### config.mk
export PLATFORM = sky130hd
export DESIGN_NAME = two_wire_serial_sample_reader
export DESIGN_NICKNAME = d
export VERILOG_FILES = /design/src/rtl/twsr_pkg.sv /design/src/rtl/twsr_cfg.sv /design/src/rtl/twsr_ctrl.sv /design/src/rtl/two_wire_serial_sample_reader.sv
export SDC_FILE = /design/constraint.sdc
export NUM_CORES = 1
export LEC_CHECK = 0
export BUFFER_PORTS_ARGS = -buffer_cell sky130_fd_sc_hd__clkbuf_2
export CAP_MARGIN = 20
export CORE_MARGIN = 5
export CORE_UTILIZATION = 50
export CTS_CLUSTER_SIZE = 12
export DETAILED_ROUTE_END_ITERATION = 8
export GPL_ROUTABILITY_DRIVEN = 0
export PLACE_DENSITY = 0.7
export SLEW_MARGIN = 10
export SYNTH_ARGS = -nofsm -noshare
export SYNTH_HDL_FRONTEND = slang
export SYNTH_SLANG_ARGS = --single-unit
### constraint.sdc
create_clock -name clk_i -period 7.8 [get_ports clk_i]
set_clock_uncertainty 0.2 [all_clocks]
set_input_delay 1.56 -clock clk_i [delete_from_list [all_inputs] [get_ports clk_i]]
set_output_delay 1.56 -clock clk_i [all_outputs]
set_load 0.02 [all_outputs]
### src/rtl/twsr_pkg.sv
package twsr_pkg;

  // Width of the shift register; older bits fall off the top
  localparam int unsigned WordBits = 32;
  localparam int unsigned OutBits  = 32;
  localparam logic [WordBits-1:0] InvertMask = WordBits'(64'h0080_0000);

  // Configuration port
  localparam int unsigned CfgIdxW  = 3;
  localparam int unsigned CfgDataW = 16;
  localparam logic [CfgIdxW-1:0] CfgBitCount    = 3'd0;
  localparam logic [CfgIdxW-1:0] CfgExtraPulses = 3'd1;
  localparam logic [CfgIdxW-1:0] CfgHalfPeriod  = 3'd2;
  localparam logic [CfgIdxW-1:0] CfgIdleClock   = 3'd3;
  localparam logic [CfgIdxW-1:0] CfgReadyLevel  = 3'd4;

  // Stream widths
  localparam int unsigned InFieldBits = 2;
  localparam int unsigned InTdataW    = ((InFieldBits + 7) / 8) * 8;
  localparam int unsigned ResBits     = 3 + OutBits;
  localparam int unsigned OutTdataW   = ((ResBits + 7) / 8) * 8;

  typedef struct packed {
    logic [5:0]  bit_count;
    logic [3:0]  extra_pulses;
    logic [15:0] half_period;
    logic        idle_clock_level;
    logic        ready_level;
  } cfg_t;

  typedef struct packed {
    logic [OutBits-1:0] sample_word;
    logic               done_res;
    logic               busy_res;
    logic               clock_out;
  } res_t;

endpackage

### src/rtl/twsr_cfg.sv
module twsr_cfg (
  input  logic                             clk_i,
  input  logic                             rst_ni,
  input  logic                             cfg_we_i,
  input  logic [twsr_pkg::CfgIdxW-1:0]     cfg_idx_i,
  input  logic [twsr_pkg::CfgDataW-1:0]    cfg_wdata_i,
  output twsr_pkg::cfg_t                   cfg_o
);

  twsr_pkg::cfg_t cfg_q;

  always_ff @(posedge clk_i or negedge rst_ni) begin
    if (!rst_ni) begin
      cfg_q.bit_count        <= 6'd24;
      cfg_q.extra_pulses     <= 4'd1;
      cfg_q.half_period      <= 16'd1;
      cfg_q.idle_clock_level <= 1'b0;
      cfg_q.ready_level      <= 1'b0;
    end else if (cfg_we_i) begin
      unique case (cfg_idx_i)
        twsr_pkg::CfgBitCount:    cfg_q.bit_count        <= cfg_wdata_i[5:0];
        twsr_pkg::CfgExtraPulses: cfg_q.extra_pulses     <= cfg_wdata_i[3:0];
        twsr_pkg::CfgHalfPeriod:  cfg_q.half_period      <= cfg_wdata_i[15:0];
        twsr_pkg::CfgIdleClock:   cfg_q.idle_clock_level <= cfg_wdata_i[0];
        twsr_pkg::CfgReadyLevel:  cfg_q.ready_level      <= cfg_wdata_i[0];
        default: ;
      endcase
    end
  end

  assign cfg_o = cfg_q;

endmodule

### src/rtl/twsr_ctrl.sv
module twsr_ctrl (
  input  logic           clk_i,
  input  logic           rst_ni,
  input  logic           step_i,
  input  logic           start_i,
  input  logic           din_i,
  input  twsr_pkg::cfg_t cfg_i,
  output twsr_pkg::res_t res_o
);

  localparam logic [2:0] PhIdle  = 3'd0;
  localparam logic [2:0] PhWait  = 3'd1;
  localparam logic [2:0] PhHigh  = 3'd2;
  localparam logic [2:0] PhLow   = 3'd3;
  localparam logic [2:0] PhXHigh = 3'd4;
  localparam logic [2:0] PhXLow  = 3'd5;

  logic [2:0]                        phase_q, phase_d;
  logic [twsr_pkg::WordBits-1:0]     shift_q, shift_d;
  logic [5:0]                        bits_q, bits_d;
  logic [3:0]                        pulses_q, pulses_d;
  logic [15:0]                       tick_q, tick_d;
  logic                              clk_lvl_q, clk_lvl_d;
  logic [16:0]                       tick_inc;
  logic [15:0]                       half_len;
  logic                              half_end;
  logic                              go_next;
  logic                              done;

  assign half_len = (cfg_i.half_period == 16'd0) ? 16'd1 : cfg_i.half_period;
  assign tick_inc = {1'b0, tick_q} + 17'd1;
  assign half_end = tick_inc >= {1'b0, half_len};

  always_comb begin
    phase_d   = phase_q;
    shift_d   = shift_q;
    bits_d    = bits_q;
    pulses_d  = pulses_q;
    tick_d    = tick_q;
    clk_lvl_d = clk_lvl_q;
    go_next   = 1'b0;
    done      = 1'b0;

    unique case (phase_q)
      PhIdle: begin
        if (start_i) begin
          clk_lvl_d = cfg_i.idle_clock_level;
          phase_d   = PhWait;
        end
      end
      // ready is not looked at on the tick that takes the start
      PhWait: begin
        if (din_i == cfg_i.ready_level) begin
          shift_d  = '0;
          bits_d   = '0;
          pulses_d = '0;
          go_next  = 1'b1;
        end
      end
      PhHigh, PhXHigh: begin
        tick_d = tick_inc[15:0];
        if (half_end) begin
          if (phase_q == PhHigh) begin
            shift_d = {shift_q[twsr_pkg::WordBits-2:0], din_i};
            phase_d = PhLow;
          end else begin
            phase_d = PhXLow;
          end
          clk_lvl_d = 1'b0;
          tick_d    = '0;
        end
      end
      PhLow, PhXLow: begin
        tick_d = tick_inc[15:0];
        if (half_end) begin
          if (phase_q == PhLow) begin
            bits_d = bits_q + 6'd1;
          end else begin
            pulses_d = pulses_q + 4'd1;
          end
          go_next = 1'b1;
        end
      end
      default: begin
        phase_d = PhIdle;
      end
    endcase

    // pick the next pulse from the updated counts, or finish
    if (go_next) begin
      tick_d = '0;
      priority if (bits_d < cfg_i.bit_count) begin
        phase_d   = PhHigh;
        clk_lvl_d = 1'b1;
      end else if (pulses_d < cfg_i.extra_pulses) begin
        phase_d   = PhXHigh;
        clk_lvl_d = 1'b1;
      end else begin
        phase_d   = PhIdle;
        clk_lvl_d = 1'b0;
        done      = 1'b1;
      end
    end
  end

  always_ff @(posedge clk_i or negedge rst_ni) begin
    if (!rst_ni) begin
      phase_q   <= PhIdle;
      shift_q   <= '0;
      bits_q    <= '0;
      pulses_q  <= '0;
      tick_q    <= '0;
      clk_lvl_q <= 1'b0;
    end else if (step_i) begin
      phase_q   <= phase_d;
      shift_q   <= shift_d;
      bits_q    <= bits_d;
      pulses_q  <= pulses_d;
      tick_q    <= tick_d;
      clk_lvl_q <= clk_lvl_d;
    end
  end

  assign res_o.clock_out   = clk_lvl_d;
  assign res_o.busy_res    = phase_d != PhIdle;
  assign res_o.done_res    = done;
  assign res_o.sample_word = done ? twsr_pkg::OutBits'(shift_d ^ twsr_pkg::InvertMask)
                                  : '0;

endmodule

### src/rtl/two_wire_serial_sample_reader.sv
// Two-wire serial converter reader. Each input transaction is one timer tick
// carrying the start request and the sampled data pin; each tick returns
// exactly one output transaction with the clock pin level, busy, done and,
// on the done tick, the shifted-in word with bit 23 inverted (zero
// otherwise). The block takes one tick per clock cycle and answers on the next
// cycle: the read state registers update on every accepted tick and the
// result lands in an output register, so a stalled output only holds off the
// input while that register is full and not being taken. Configuration
// writes go through cfg_we_i/cfg_idx_i/cfg_wdata_i and belong to idle time.
module two_wire_serial_sample_reader (
  input  logic                              clk_i,
  input  logic                              rst_ni,
  input  logic                              s_axis_tvalid,
  output logic                              s_axis_tready,
  // [0] start_req, [1] data_in, rest zero
  input  logic [twsr_pkg::InTdataW-1:0]     s_axis_tdata,
  output logic                              m_axis_tvalid,
  input  logic                              m_axis_tready,
  // [0] clock_out, [1] busy_res, [2] done_res, [34:3] sample_word, rest zero
  output logic [twsr_pkg::OutTdataW-1:0]    m_axis_tdata,
  input  logic                              cfg_we_i,
  input  logic [twsr_pkg::CfgIdxW-1:0]      cfg_idx_i,
  input  logic [twsr_pkg::CfgDataW-1:0]     cfg_wdata_i
);

  twsr_pkg::cfg_t cfg;
  twsr_pkg::res_t res;
  twsr_pkg::res_t res_q;
  logic           out_valid_q;
  logic           accept;

  assign s_axis_tready = !out_valid_q || m_axis_tready;
  assign accept        = s_axis_tvalid && s_axis_tready;

  twsr_cfg u_cfg (
    .clk_i       (clk_i),
    .rst_ni      (rst_ni),
    .cfg_we_i    (cfg_we_i),
    .cfg_idx_i   (cfg_idx_i),
    .cfg_wdata_i (cfg_wdata_i),
    .cfg_o       (cfg)
  );

  twsr_ctrl u_ctrl (
    .clk_i   (clk_i),
    .rst_ni  (rst_ni),
    .step_i  (accept),
    .start_i (s_axis_tdata[0]),
    .din_i   (s_axis_tdata[1]),
    .cfg_i   (cfg),
    .res_o   (res)
  );

  always_ff @(posedge clk_i or negedge rst_ni) begin
    if (!rst_ni) begin
      out_valid_q <= 1'b0;
    end else if (accept) begin
      out_valid_q <= 1'b1;
    end else if (m_axis_tready) begin
      out_valid_q <= 1'b0;
    end
  end

  always_ff @(posedge clk_i) begin
    if (accept) begin
      res_q <= res;
    end
  end

  assign m_axis_tvalid = out_valid_q;
  assign m_axis_tdata  = {{(twsr_pkg::OutTdataW - twsr_pkg::ResBits){1'b0}}, res_q};

`ifndef SYNTHESIS
  // a finished read leaves the block idle
  assert property (@(posedge clk_i) disable iff (!rst_ni)
    (m_axis_tvalid && res_q.done_res) |-> !res_q.busy_res)
    else $error("done result reported while busy");

  // when idle the serial clock is parked low
  assert property (@(posedge clk_i) disable iff (!rst_ni)
    (m_axis_tvalid && !res_q.busy_res) |-> !res_q.clock_out)
    else $error("clock high while idle");

  // every accepted tick leaves a result in the output register
  assert property (@(posedge clk_i) disable iff (!rst_ni)
    (s_axis_tvalid && s_axis_tready) |=> m_axis_tvalid)
    else $error("accepted tick produced no result");

  // a word only appears on the done tick
  assert property (@(posedge clk_i) disable iff (!rst_ni)
    (m_axis_tvalid && !res_q.done_res) |-> (res_q.sample_word == '0))
    else $error("sample word nonzero outside done");
`endif

endmodule

==> metrics.md <==
| Metric | Value |
|---|---|
| Status | `finished clean` |
| WP data required | `between 7 and 8 ns` |
| Via density | `5.70` |
| Hold_ws | `approximately 0.30 ns` |
| Netlist cell types | `60` |
| Die ar. | `15100 sq um` |
| Post-DP HPWL | `around 8.6 mm` |
| Post-Route WL | `12.8 mm` |
| Initial core utilization | `0.507` |
| Worst vdd ir | `0.000168 V` |
| Met2 usage | `0.297` |
| Total track usage | `0.186` |
| Resized cells post-CTS | `0` |
| CP endpoint kind | `flop` |
| Setup CP Type | `flop to flop` |
| # port buffers | `62` |
| # Post-CTS Setup Buffers | `0` |
| Area leader, netlist | `dfrtp_1` |
| Max_cap viols | `0` |
| Diodes inserted | `0` |
| Post-Syn Instances | `595` |
| M1 GR Usage | `0.246` |
| Max Clock Freq | `approximately 150 MHz` |
| H-tree depth | `4` |
| Layout overhead on the synthesized area | `16.6%` |
| Final Cycle Share | `0.847` |
| Hold depth | `1` |
| Drt pass-1 iters | `5` |
| Share of cells above drive strength 1 | `0.178` |
| Final Max Tran Viols | `0` |
| Top cells by area, synth | `dfrtp_1 34%, edfxtp_1 17%, a22o_1 6.8%, ha_1 5.3%, a22oi_1 3.7%` |
| # DRC | `0` |
| Critical path fanouts, max | `34` |
| Vias in the first global route | `4535` |
| Average cell area after synthesis | `~11 sq um` |
| Core area | `12500 sq um` |
| Clock sinks | `126` |
| Filler cells | `1077` |
| Hold_buf cts | `0` |
| Most common cell after layout, fill and taps aside | `dfrtp_1` |
| Clock root cell | `clkbuf_16` |
| Grt ovf | `0` |
| Largest net degree at the start of global routing | `59` |
| Seq/Total Area, Yosys | `0.525` |
| Initial antenna violation count | `0` |
| Slew @ Worst Pin | `1.06 ns` |
| Post-synth top area share | `0.343` |
| Min Tclk post-route | `between 6 and 7 ns` |
| CTS tree | `yes` |
| Post-synthesis cell area | `6350 sq um` |
| RSZ-0062 raised after global routing | `no` |
| Synth warnings | `0` |
| Total CTS buffers | `17` |
| Final Hold Viols | `0` |
| Max clock buf depth | `2` |
| Final setup violation count | `0` |
| Die Ht | `123 um` |
| Worst R2R Setup Slack | `1.19 ns` |
| Synth Flop Type | `dfrtp_1` |
| R2r worst-path depth | `22` |
| Post-route ant nets | `0` |
| EDFF count, synth | `35` |
| Met3 usage | `0.0442` |
| Gr busiest metal | `met2` |
| PD cells | `289 nW/um^2` |
| Row cnt | `between 40 and 50` |
| Final TNS setup | `0 ns` |
| Slew headroom | `0.291` |
| Leak Pwr | `3.32 nW` |
| Drt wl/cell | `15.4 um` |
| Clock transition at path regs | `roughly 0.060 ns` |
| WP data arrival | `6.63 ns` |
| Flip-flop and latch count after synthesis | `approximately 130` |
| Vias | `about 4700` |
| Die X | `123 um` |
| Setup crit start kind | `flop` |
| Worst skew pair latency | `0.42 ns` |
| DRT iter0 DRCs | `~370` |
| Most frequent cells in the layout | `87 x dfrtp_1, 61 x clkbuf_2, 50 x nand2_1, 49 x a22o_1, 48 x nor2_1` |
| Nets | `705` |
| Hold Path Class | `flop to flop` |
| FFs w/ async S/R, synth | `0.722` |
| I/O pins | `74` |
| First-pass GRT wire length | `21.9 mm` |
path summary, 6_finish.rpt:
check | start | to
worst max-delay path | u_ctrl.tick_q[0] | m_axis_tdata[26]
worst min-delay path | u_ctrl.shift_q[31] | u_ctrl.shift_q[31]
worst max register to register | u_ctrl.tick_q[0] | m_axis_tdata[26]
worst min register to register | u_ctrl.shift_q[31] | u_ctrl.shift_q[31]
max in group asynchronous | rst_ni | u_ctrl.shift_q[6]
min in group asynchronous | rst_ni | u_cfg.cfg_o[10]
critical path: stages (launching register included):
cell and delay, ns:
dfrtp_1 0.44, ha_1 0.24, nand3_2 0.15, nor3_4 0.28, and3_1 0.21, xor2_1 0.25
ha_1 0.20, nand4_1 0.12, nor4_1 0.26, nor3_1 0.09, o21ba_1 0.34, a21oi_1 0.74
nand4_1 0.30, a21oi_1 0.21, mux2i_1 0.11, ha_1 0.32, nand2_1 0.05, o21ai_0 0.28
nor3b_1 0.10, and3_1 0.20, nor3_2 0.26, nand3_2 0.61, a221oi_1 0.42
cells in the mapped netlist (3+ instances only):
library cell and instances:
dfstp_2 4, nand3_1 11, xor2_1 10, nor3_1 4
nand2_1 50, dfrtp_1 87, o21ai_0 43, buf_4 5
a22o_1 49, and3_1 10, ha_1 27, a31oi_1 6
o31ai_1 4, inv_1 30, a21oi_1 22, nor2_1 48
nor4_1 4, clkbuf_1 21, a32o_1 3, mux2_2 6
nor2b_1 3, buf_2 9, a21o_1 6, xnor2_1 8
buf_6 4, mux2i_1 4, nand2b_1 4, edfxtp_1 35
nand4_1 9, a22oi_1 31
cell families after synthesis:
logic type / share of synthesized area
other: 0.000591
flip-flops: 0.525
AND/OR/NAND/NOR: 0.120
XOR/XNOR: 0.0248
adder cells (fa/ha/maj): 0.0532
buffers and inverters: 0.0508
AO/OA/AOI/OAI: 0.209
multiplexers: 0.0169
where the power goes:
part / switching (W) / leakage [nW] / internal, W / total (W)
clock: 0.000290 / 0.321 / 0.000600 / 0.000890
sequential: 0.0000683 / 1.54 / 0.000752 / 0.000821
combinational: 0.000271 / 1.46 / 0.000155 / 0.000427
area by class of cell:
cell class / count / area, sq um / area share
clock buffers: 18 / 429 / 0.0580
clock inverters: 14 / 240 / 0.0324
inverters: 30 / 113 / 0.0152
multi-input cells: 403 / 2710 / 0.366
flip-flops and latches: 126 / 3330 / 0.450
well taps: 172 / 215 / 0.0291
repair buffers: 68 / 365 / 0.0493
layer usage:
layer / vias up / part of all wire
met5: - / 0
met4: 0 / 0.018
met3: 22 / 0.052
met2: 125 / 0.47
met1: 2295 / 0.46
li1: 2292 / -
per-stage QoR:
stage | cell area, sq um | util | setup slack, ns | total power (W) | instances
after floorplan | 6360 | - | 2.70 | 0.00115 | 599
after global placement | 6720 | 0.537 | 1.45 | 0.00123 | 798
after detailed placement | 6720 | 0.537 | 1.29 | 0.00126 | 798
after CTS | 7390 | 0.590 | 1.28 | 0.00215 | 830
after global routing | 7400 | 0.592 | 0.632 | 0.00225 | 831
final | 7400 | 0.592 | 1.19 | 0.00214 | 831
state kept, by name, indices dropped and copies added, names as in the netlist, 3 cells and up:
register and cells:
m_axis_tdata 35, u_cfg.cfg_o 28, u_ctrl.bits_q 6, u_ctrl.phase_q 3, u_ctrl.pulses_q 4, u_ctrl.shift_q 32, u_ctrl.tick_q 16
No activity file was read; power rests on OpenSTA's default activity.
